`config.mk`:
```
export PLATFORM = sky130hd
export DESIGN_NAME = lru_key_value_cache_core
export DESIGN_NICKNAME = d
export VERILOG_FILES = /design/src/rtl/core/lcc_pkg.sv /design/src/rtl/core/lru_key_value_cache_core.sv /design/src/rtl/core/lcc_match.sv /design/src/rtl/core/lcc_store.sv
export SDC_FILE = /design/constraint.sdc
export NUM_CORES = 2
export LEC_CHECK = 0
export BUFFER_PORTS_ARGS = -buffer_cell sky130_fd_sc_hd__buf_2
export CORE_MARGIN = 1
export CORE_UTILIZATION = 41
export CTS_CLUSTER_SIZE = 24
export DETAILED_ROUTE_END_ITERATION = 10
export PLACE_DENSITY = 0.56
export SYNTH_ARGS = -nofsm -noshare
export SYNTH_HDL_FRONTEND = slang
export SYNTH_SLANG_ARGS = --single-unit
```
`constraint.sdc`:
```
create_clock -name clk_i -period 19.1 [get_ports clk_i]
set_input_delay 0 -clock clk_i [delete_from_list [all_inputs] [get_ports clk_i]]
set_output_delay 0 -clock clk_i [all_outputs]
set_load 0.1 [all_outputs]
```
`src/rtl/core/lcc_pkg.sv`:
```
// ----------------------------------------------------------------------------
// LRU key-value cache package
// Sizes, request/response types and shared helpers of the cache core.
// ----------------------------------------------------------------------------
package lcc_pkg;

  // Number of cache slots
  localparam int ENTRIES = 16;

  localparam int IDX_W  = (ENTRIES > 1) ? $clog2(ENTRIES) : 1;
  localparam int CNT_W  = $clog2(ENTRIES + 1);
  localparam int CAP_W  = 5;
  localparam int DATA_W = 32;

  // Capacity register value after reset
  localparam logic [CAP_W-1:0] CAP_RESET = 5'd16;

  // Request type codes
  localparam logic REQ_GET = 1'b0;
  localparam logic REQ_PUT = 1'b1;

  typedef logic [IDX_W-1:0]  idx_t;
  typedef logic [IDX_W-1:0]  rank_t;
  typedef logic [CNT_W-1:0]  cnt_t;
  typedef logic [DATA_W-1:0] word_t;

  typedef struct packed {
    logic               req_type;
    logic signed [31:0] key;
    logic signed [31:0] value;
  } req_t;

  typedef struct packed {
    logic               hit;
    logic signed [31:0] read_value;
    logic               evicted;
  } rsp_t;

  // Lookup results handed from the match logic to the store
  typedef struct packed {
    logic hit;
    idx_t hit_idx;
    logic free_ok;
    idx_t free_idx;
    logic lru_ok;
    idx_t lru_idx;
  } match_t;

  // Clamp a written capacity to 1 .. ENTRIES
  function automatic cnt_t eff_cap(input logic [CAP_W-1:0] v);
    cnt_t c;
    if (v == '0) begin
      c = cnt_t'(1);
    end else if (int'(v) > ENTRIES) begin
      c = cnt_t'(ENTRIES);
    end else begin
      c = cnt_t'(v);
    end
    return c;
  endfunction

endpackage

```
`src/rtl/core/lru_key_value_cache_core.sv`:
```
// ----------------------------------------------------------------------------
// LRU key-value cache core
// Fully associative key-value cache with least-recently-used replacement.
// ----------------------------------------------------------------------------
// A request (get or put) is captured in an input register, looked up against
// all slots in parallel and re-ranked, and its response lands in an output
// register. Throughput is one request per cycle while the response is taken;
// the response is loaded into the output register from the input register
// through the parallel compare and rank update between the two registers. A
// stalled response holds the request side back only once the input register
// is also full. Writing the capacity register empties the cache at once; do so
// only while no request is in flight.
module lru_key_value_cache_core import lcc_pkg::*; (
  input  logic             clk_i,
  input  logic             rst_ni,
  input  logic             cfg_we_i,
  input  logic [CAP_W-1:0] cfg_wdata_i,
  input  logic             req_valid_i,
  output logic             req_ready_o,
  input  req_t             req_i,
  output logic             rsp_valid_o,
  input  logic             rsp_ready_i,
  output rsp_t             rsp_o
);

  logic s1_valid_q;
  req_t s1_req_q;
  logic rsp_valid_q;
  rsp_t rsp_q;
  rsp_t rsp_next;
  logic advance;
  logic process;

  // Pipeline flow control
  assign advance     = !rsp_valid_q || rsp_ready_i;
  assign process     = s1_valid_q && advance;
  assign req_ready_o = !s1_valid_q || advance;

  lcc_store u_store (
    .clk_i       (clk_i),
    .rst_ni      (rst_ni),
    .cfg_we_i    (cfg_we_i),
    .cfg_wdata_i (cfg_wdata_i),
    .do_i        (process),
    .req_i       (s1_req_q),
    .rsp_o       (rsp_next)
  );

  // Input and response valid bits
  always_ff @(posedge clk_i or negedge rst_ni) begin
    if (!rst_ni) begin
      s1_valid_q  <= 1'b0;
      rsp_valid_q <= 1'b0;
    end else begin
      if (req_ready_o) begin
        s1_valid_q <= req_valid_i;
      end
      if (advance) begin
        rsp_valid_q <= s1_valid_q;
      end
    end
  end

  // Payload registers
  always_ff @(posedge clk_i) begin
    if (req_valid_i && req_ready_o) begin
      s1_req_q <= req_i;
    end
    if (process) begin
      rsp_q <= rsp_next;
    end
  end

  assign rsp_valid_o = rsp_valid_q;
  assign rsp_o       = rsp_q;

endmodule

```
`src/rtl/core/lcc_match.sv`:
```
// ----------------------------------------------------------------------------
// LRU cache match logic
// Parallel key compare plus first-free and least-recent slot search.
// ----------------------------------------------------------------------------
module lcc_match import lcc_pkg::*; (
  input  logic [ENTRIES-1:0] valid_i,
  input  word_t              keys_i [ENTRIES],
  input  rank_t              ranks_i [ENTRIES],
  input  cnt_t               occ_i,
  input  word_t              key_i,
  output match_t             match_o
);

  // Lowest index wins each search: scan downward so the last write is the lowest
  always_comb begin
    match_o = '0;
    for (int i = ENTRIES - 1; i >= 0; i--) begin
      if (valid_i[i] && (keys_i[i] == key_i)) begin
        match_o.hit     = 1'b1;
        match_o.hit_idx = idx_t'(i);
      end
      if (!valid_i[i]) begin
        match_o.free_ok  = 1'b1;
        match_o.free_idx = idx_t'(i);
      end
      // least recent valid entry has rank occupancy - 1
      if (valid_i[i] && ((cnt_t'(ranks_i[i]) + cnt_t'(1)) == occ_i)) begin
        match_o.lru_ok  = 1'b1;
        match_o.lru_idx = idx_t'(i);
      end
    end
  end

endmodule

```
`src/rtl/core/lcc_store.sv`:
```
// ----------------------------------------------------------------------------
// LRU cache store
// Slot arrays, recency ranks, occupancy and capacity, updated one request
// per cycle when do_i is set.
// ----------------------------------------------------------------------------
module lcc_store import lcc_pkg::*; (
  input  logic             clk_i,
  input  logic             rst_ni,
  input  logic             cfg_we_i,
  input  logic [CAP_W-1:0] cfg_wdata_i,
  input  logic             do_i,
  input  req_t             req_i,
  output rsp_t             rsp_o
);

  logic [ENTRIES-1:0] valid_q, valid_d;
  word_t              key_q  [ENTRIES];
  word_t              key_d  [ENTRIES];
  word_t              data_q [ENTRIES];
  word_t              data_d [ENTRIES];
  rank_t              rank_q [ENTRIES];
  rank_t              rank_d [ENTRIES];
  cnt_t               occ_q, occ_d;
  cnt_t               cap_q, cap_d;

  match_t match;
  logic   is_put;
  logic   full;
  logic   do_touch;
  logic   do_fill;
  idx_t   tslot;
  rank_t  old_rank;

  lcc_match u_match (
    .valid_i (valid_q),
    .keys_i  (key_q),
    .ranks_i (rank_q),
    .occ_i   (occ_q),
    .key_i   (word_t'(req_i.key)),
    .match_o (match)
  );

  assign is_put   = (req_i.req_type == REQ_PUT);
  assign full     = (occ_q >= cap_q);
  assign do_touch = match.hit || (is_put && full && match.lru_ok);
  assign do_fill  = is_put && !match.hit && !full && match.free_ok;
  assign tslot    = match.hit ? match.hit_idx : match.lru_idx;
  assign old_rank = rank_q[tslot];

  // Next state of slots and ranks
  always_comb begin
    valid_d = valid_q;
    key_d   = key_q;
    data_d  = data_q;
    rank_d  = rank_q;
    occ_d   = occ_q;
    cap_d   = cap_q;
    if (cfg_we_i) begin
      cap_d   = eff_cap(cfg_wdata_i);
      valid_d = '0;
      occ_d   = '0;
    end else if (do_i) begin
      if (do_touch) begin
        // entries more recent than the touched one age by one
        for (int j = 0; j < ENTRIES; j++) begin
          if (valid_q[j] && (idx_t'(j) != tslot) && (rank_q[j] < old_rank)) begin
            rank_d[j] = rank_q[j] + rank_t'(1);
          end
        end
        rank_d[tslot] = '0;
        if (is_put) begin
          key_d[tslot]  = word_t'(req_i.key);
          data_d[tslot] = word_t'(req_i.value);
        end
      end else if (do_fill) begin
        // new entry goes in front, all others age
        for (int j = 0; j < ENTRIES; j++) begin
          if (valid_q[j]) begin
            rank_d[j] = rank_q[j] + rank_t'(1);
          end
        end
        valid_d[match.free_idx] = 1'b1;
        key_d[match.free_idx]   = word_t'(req_i.key);
        data_d[match.free_idx]  = word_t'(req_i.value);
        rank_d[match.free_idx]  = '0;
        occ_d                   = occ_q + cnt_t'(1);
      end
    end
  end

  // Response of the current request
  always_comb begin
    rsp_o.hit     = match.hit;
    rsp_o.evicted = is_put && !match.hit && full && match.lru_ok;
    if (is_put) begin
      rsp_o.read_value = '0;
    end else if (match.hit) begin
      rsp_o.read_value = data_q[match.hit_idx];
    end else begin
      rsp_o.read_value = '1;
    end
  end

  // Control state
  always_ff @(posedge clk_i or negedge rst_ni) begin
    if (!rst_ni) begin
      valid_q <= '0;
      occ_q   <= '0;
      cap_q   <= eff_cap(CAP_RESET);
    end else begin
      valid_q <= valid_d;
      occ_q   <= occ_d;
      cap_q   <= cap_d;
    end
  end

  // Slot payload, meaningful only where valid
  always_ff @(posedge clk_i) begin
    key_q  <= key_d;
    data_q <= data_d;
    rank_q <= rank_d;
  end

endmodule

```
After elaboration in Yosys (flattened, before gate mapping)
Cells that the tools add are included.
Storage, ports and cells
  flip-flop bits (word level): 1215
  logic and storage cells: 498
Cells by class
  $add $sub $neg: 33
  order comparisons: 25
  equal/unequal tests: 49
  multiplexer cells: 232
  bitwise gates (word level): 9
  reduce and logical (&&, ||, !) cells: 91
Operators with widths (number)
  $mux W512: 6
  $bwmux W512: 4
  $mux W4: 149
  $eq A32 B32 Y1: 16
  $mux W5: 54
  $demux W32 S4: 2
  $mux W32: 5
  $and A64 B64 Y64: 2
  $bmux W32 S4: 1
  $mux W64: 2
  $not A64 Y64: 2
  $add A4 B1 Y5 const B: 16
  $eq A5 B5 Y1: 16
  $logic_and A1 B1 Y1: 76
  $add A4 B1 Y4 const B: 16
  $lt A4 B4 Y1: 16
  $mux W16: 4
  $demux W4 S4: 2
  $ne A4 B4 Y1 const A: 8
  $bmux W4 S4: 1
  $ne A3 B4 Y1 const A: 4
  $or A16 B16 Y16: 1
  $ge A5 B5 Y1 const B: 3
  $not A4 Y5: 3
  19 further kinds: 30

Longest topological paths before layout
  depth after elaboration: 32
  gate-level depth with buffers: 28
  gate-level depth less buffers: 23

Hierarchy
A second synthesis with hierarchy kept.
Second synthesis, totals
  cells, all modules: 4567
  area total of the unflattened synthesis: 60868.4 um^2
By module, submodules not included
  lcc_store: instances 1, cells each 3367, area each 49464.9 um^2, seq. area each 33323.2 um^2
  lcc_match: instances 1, cells each 1093, area each 8326.7 um^2, seq. area each 0.0 um^2
  lru_key_value_cache_core: instances 1, cells each 107, area each 3076.7 um^2, seq. area each 3022.9 um^2

Least setup slack after synthesis
OpenSTA, ideal clock, no wires.
  path type: register to register
  start: register s1_req_q[44] in the netlist's numbering
  end: register u_store.data_q[384] in the netlist's numbering, enable pin
  setup time: 0.565 ns
  arrival: 13.128 ns
  path slack: 5.407 ns
  cell stages (with the launch flop): 17
  period minus slack after synthesis: 13.693 ns
  cells stage by stage: edfxtp_1 > buf_2 > buf_6 > xor2_1 > nor4_1 > nand4_1 > or4_1 > nand4_1 > nand2b_1 > nor2_1 > nand2_1 > clkbuf_1 > nor2_1 > nor3b_1 > o21ai_1 > clkbuf_1 > nor3_1
Between the ends
  cells in the longest elaborated chain, start to end: 24
  elaborated cells on any way between the ends: 56
  classes of those cells: eq/ne (17); mux (16); reduce/logical (23)
Ends and longest elaborated chain
  start: declaration: line lru_key_value_cache_core.sv:27  | req_t s1_req_q;
  start signal: assignment: line lru_key_value_cache_core.sv:67  | s1_req_q <= req_i;
  $eq A32 B32 Y1: line lcc_match.sv:18  | if (valid_i[i] && (keys_i[i] == key_i)) begin
  $logic_and A1 B1 Y1: line lcc_match.sv:18
  $mux W5 (15 in series): line lcc_match.sv:18
  $mux W5 *: line lcc_match.sv:18
  $logic_not A1 Y1: line lcc_store.sv:46  | assign do_fill = is_put && !match.hit && !full && match.free_ok;
  $logic_and A1 B1 Y1 (3 in series): line lcc_store.sv:46
  $reduce_bool A2 Y1 (no line)
  $reduce_and A4 Y1 (no line) *
  end signal: assignment: line lcc_store.sv:120  | data_q <= data_d;
  end: declaration: line lcc_store.sv:19  | word_t data_q [ENTRIES];
Every way passes the cells marked *; elsewhere a longest branch is shown, timed or not.
A chain may end at the register's enable or synchronous reset.

Final worst setup path
  start: register s1_req_q[54] in the netlist's numbering
  end: register u_store.rank_q[29] in the netlist's numbering (data pin)
Between the ends
  cells in the longest elaborated chain, start to end: 31
  elaborated cells on any way between the ends: 70
  classes of those cells: order compare (3); eq/ne (17); mux (27); bitwise (3); reduce/logical (20)
Ends and longest elaborated chain
  $eq A32 B32 Y1: line lcc_match.sv:18
  $logic_and A1 B1 Y1: line lcc_match.sv:18
  $mux W5 (15 in series): line lcc_match.sv:18
  $mux W5 *: line lcc_match.sv:18
  $mux W4: line lcc_store.sv:47  | assign tslot = match.hit ? match.hit_idx : match.lru_idx;
  $not A4 Y5 (implied by the code): line lcc_store.sv:48, lcc_store.sv:70
  $bmux W4 S4: line lcc_store.sv:48  | assign old_rank = rank_q[tslot];
  $mux W4 (implied by the code) (2 in series): line lcc_store.sv:48
  $lt A4 B4 Y1: line lcc_store.sv:66  | if (valid_q[j] && (idx_t'(j) != tslot) && (rank_q[j] < old_rank)) begin
  $logic_and A1 B1 Y1: line lcc_store.sv:66
  $mux W4: line lcc_store.sv:66
  $mux W4: line lcc_store.sv:63  | if (do_touch) begin
  $mux W4: line lcc_store.sv:62  | end else if (do_i) begin
  $mux W4: line lcc_store.sv:58  | if (cfg_we_i) begin
  $and A64 B64 Y64 (no line)
  $mux W64 *: line lcc_store.sv:63
  end signal: assignment: line lcc_store.sv:121  | rank_q <= rank_d;
  end: declaration: line lcc_store.sv:21  | rank_t rank_q [ENTRIES];
Every way passes the cells marked *; elsewhere a longest branch is shown, timed or not. The select of a mux whose other input is x is not followed.

==> flow_metrics.tcl <==
set metrics [dict create \
    run_status "complete, no violations" \
    post_synthesis_cells 5580 \
    worst_r2r_startpoint "s1_req_q[54]" \
    synthesized_nets 5725 \
    dieArea_um2 158000 \
    cpPeakStageDelay_ns 0.82 \
    drt_pre_antenna_iters 5 \
    cts_sinks 1215 \
    tritoncts "yes" \
    netSwitchingPower_uw 1450 \
    htreeDepth 4 \
    clock_tree.root_cell "clkbuf_16" \
    nets 5814 \
    p_int_uw 4540 \
    synth_top_flop_cell "edfxtp_1" \
    totalWireLength_um 206000 \
    timing.critical_path.from "s1_req_q[54]" \
    cp.required_ns 19.73 \
    dpl_worst_slack_ns 11.07 \
    synth-seq-cells 1215 \
    floorplan.die.height_um 397 \
    timing.final.crit_share_pct 42.9 \
    route.antenna.remaining_nets 0 \
    period_minus_slack_ns 8.19 \
    grt_usage_pct 25.8 \
    cts_setup_buffers 0 \
    hold_path.class "in2reg" \
    detail_route.iter0.violations 4647 \
    floorplan.rows 144 \
    hold-worst-slack_ns 0.0409 \
    cell_family_contributing_the_most_delay_on_the_critical_path "compound AO/OA/AOI/OAI gates" \
    final_max_slew_viol_count 0 \
    pd_cells_nw_per_um2 82.6 \
    hold_violations 0 \
    setup.worst_path.class "reg2reg" \
    static-leakage-power_uw 0.0246 \
    vias_in_the_first_global_route 43800 \
    number_of_buffers_added_by_the_clock_tree_synthesis_step 141 \
    core_region_area_um2 155000 \
    critPathCaptureType "register" \
    critical_path.n_buffers_inverters 3 \
    grt_antenna_before_repair 17 \
    ir_worst_vdd_uv 93.6 \
    fin_worst_skew_ns 0.0438 \
    io-pin-count 111 \
    number_of_different_library_cells_in_the_post_synthesis_netlist 89 \
    clock_latency_on_the_worst_skew_pair_ns 0.79 \
    worst_slew_pin_tran_ns 1.30 \
    cts.reportedPaths.clkPinSlew_ns 0.06 \
    grt_first_pass_wirelength_um 301000 \
    routabilityCongestion 0.903 \
    edff_count_synth 1187 \
    ys.warnings.count 0 \
    timing.setup.tns_ns 0 \
    relative_contribution_of_the_clock_network_to_total_power_pct 44.1 \
    slowest_stage "or2_1" \
    post_drt_via_cell_ratio 5.74 \
    timing.slew.headroom_pct 13.1 \
    seqPwrFrac_pct 49.5 \
    cts_max_path_buffers 3 \
    maxClockFrequency_mhz 122 \
    cp-start-kind "register" \
    report.final.setup_viol 0 \
    rsz_0062_raised_after_global_routing "no" \
    async_flop_share_pct 2.30 \
    place_hpwl_um 122000 \
    worstPathArrival_ns 8.82 \
    synth_seq_area_share_pct 56.7 \
    synthToLayoutAreaGrowth_pct 13.1 \
    cap_viol_max_count 0 \
    route.vias.total 44900 \
    critical_path.most_common_cell "buf_4" \
    timing.critical_path.cells "buf_4 -> xor2_1 -> nor4b_1 -> nand4b_1 -> nor4_1 -> nor2_1 -> a211oi_1 -> o211ai_1 -> a311oi_4 -> buf_4 -> or2_1 -> o211ai_1 -> o21ai_0 -> a21oi_1 -> o21ai_1 -> buf_4 -> ha_1 -> a21o_1 -> a21o_1 -> or3_1 -> a311oi_1 -> a211o_1 -> a22o_1" \
    synth_area_um2 64100 \
    postSynthAreaPerCell_um2 11.5 \
    drive_above_1_share_pct 9.53 \
    wl_per_cell_um 26.4 \
    r2r_slack_ns 10.91 \
    globalRouteOverflowTotal 0 \
    cp_max_fo 67 \
    chipWidth_um 397 \
    pwr-share-comb_pct 6.4 \
    postLayoutSetupSlackWorst_ns 10.91 \
    largest_net_degree_at_the_start_of_global_routing 84 \
    starting_density_pct 41.5 \
    total_power_uw 5990 \
    drcViolationCount 0 \
    placement.io_buffers 110 \
    swShare_pct 24.2 \
    hold_path.startpoint "req_i[43]" \
]
==> repair_timing <==
action	in CTS	in global routing
hold endpoints to repair	145	0
hold buffers	151	0
gates resized for setup	0	0
==> worst reg2reg max path, cell delays in order, from the launching register on <==
cell and delay [ns]:
edfxtp_1 0.65, buf_4 0.51, xor2_1 0.20, nor4b_1 0.42, nand4b_1 0.15, nor4_1 0.66
nor2_1 0.08, a211oi_1 0.26, o211ai_1 0.16, a311oi_4 0.32, buf_4 0.68, or2_1 0.83
o211ai_1 0.21, o21ai_0 0.15, a21oi_1 0.11, o21ai_1 0.73, buf_4 0.36, ha_1 0.30
a21o_1 0.19, a21o_1 0.19, or3_1 0.30, a311oi_1 0.21, a211o_1 0.20, a22o_1 0.16
==> worst paths after layout <==
check,endpoint,cells past startpoint
worst max-delay path,u_store.rank_q[29],23
worst min-delay path,s1_req_q[43],2
worst max register to register,u_store.rank_q[29],23
worst min register to register,rsp_valid_o,1
max in group asynchronous,u_store.valid_q[12],4
min in group asynchronous,u_store.cap_q[4],3
==> synthesized netlist by cell type, types with 17 or more instances <==
library cell	n	area, µm²
edfxtp_1	1187	35600
and2_1	797	4990
xor2_1	406	3560
nand2_1	353	1330
clkbuf_1	298	1120
and3_1	266	1660
nor2_1	222	833
mux2i_1	183	1830
xnor2_1	179	1570
o21ai_0	173	866
nor4_1	170	1060
nand3_1	153	766
a21oi_1	139	696
nand4_1	98	613
buf_2	94	470
nor3_1	89	445
ha_1	70	876
inv_1	67	251
a211oi_1	48	360
nand3b_1	46	345
o211ai_1	40	300
nand2b_1	32	200
or3_1	28	175
dfrtp_1	27	676
nand4b_1	27	236
buf_1	25	93.8
buf_6	25	282
mux2_2	21	236
a31oi_1	19	119
nor2b_1	18	113
and4_1	17	149
==> flip-flops by register name (all words and copies together) (netlist names) <==
name and flops:
u_store.data_q 512, u_store.key_q 512, s1_req_q 65, u_store.rank_q 64
rsp_o 34, u_store.valid_q 16, u_store.cap_q 5, u_store.occ_q 5
rsp_valid_o 1, s1_valid_q 1
==> cell families after synthesis <==
kind of cell / Yosys count / synth area share (%)
AOI/OAI and AO/OA: 589 / 5.94
xor gates and xnor gates: 587 / 8.06
adders and majority gates: 70 / 1.37
buffers and inverters: 528 / 3.66
DFF: 1215 / 56.7
muxes: 205 / 3.25
and+or+nand+nor: 2386 / 21.0
==> final cells by class <==
cell class	count	area, µm²
repair buffers	406	3160
clock inverters	67	723
well taps	2044	2560
fillers	14000	82100
inverters	68	255
flip-flops and latches	1215	36300
multi-input cells	3837	25700
diodes	2	5.00
clock buffers	180	3710
==> cell usage in the layout (no fill, tap or decap), types with 46 or more instances in the layout <==
cell type,Yosys,routed
dlygate4sd3_1,0,150
a211oi_1,48,48
nor3_1,89,78
nor4_1,170,170
xnor2_1,179,179
nor2_1,222,211
nand4_1,98,98
and2_1,797,795
nand3b_1,46,46
a21oi_1,139,139
o21ai_0,173,167
and3_1,266,266
mux2i_1,183,183
buf_4,14,145
ha_1,70,70
buf_2,94,110
xor2_1,406,406
inv_1,67,67
clkbuf_16,0,142
nand2_1,353,352
nand3_1,153,153
edfxtp_1,1187,1187
==> power groups by stage <==
stage / Combinational [µW] / Sequential (µW) / Clock, µW
after CTS: 380 / 2960 / 2680
after detailed placement: 354 / 3020 / 0
after global placement: 352 / 3020 / 0
after floorplan: 208 / 3040 / 0
final: 383 / 2960 / 2640
after global routing: 406 / 2970 / 2770
==> layer usage <==
metal / GRT usage, % / vias up / wire length [µm]
met1: 37.0 / 22500 / 92000
met5: 0 / - / 25
met2: 40.2 / 1789 / 93400
met4: 7.66 / 4 / 5790
li1: - / 20300 / -
met3: 3.80 / 348 / 15100
==> metrics by stage <==
| stage | util, % | cells | area, µm² |
|---|---|---|---|
| 2_1_floorplan | - | 5580 | 64100 |
| 3_3_place_gp | 43.0 | 7419 | 66500 |
| 3_5_place_dp | 43.0 | 7419 | 66500 |
| 4_1_cts | 46.9 | 7817 | 72500 |
| 5_1_grt | 46.9 | 7817 | 72500 |
| 6_report | 46.9 | 7819 | 72500 |
Power figures use the tool's default switching activity.
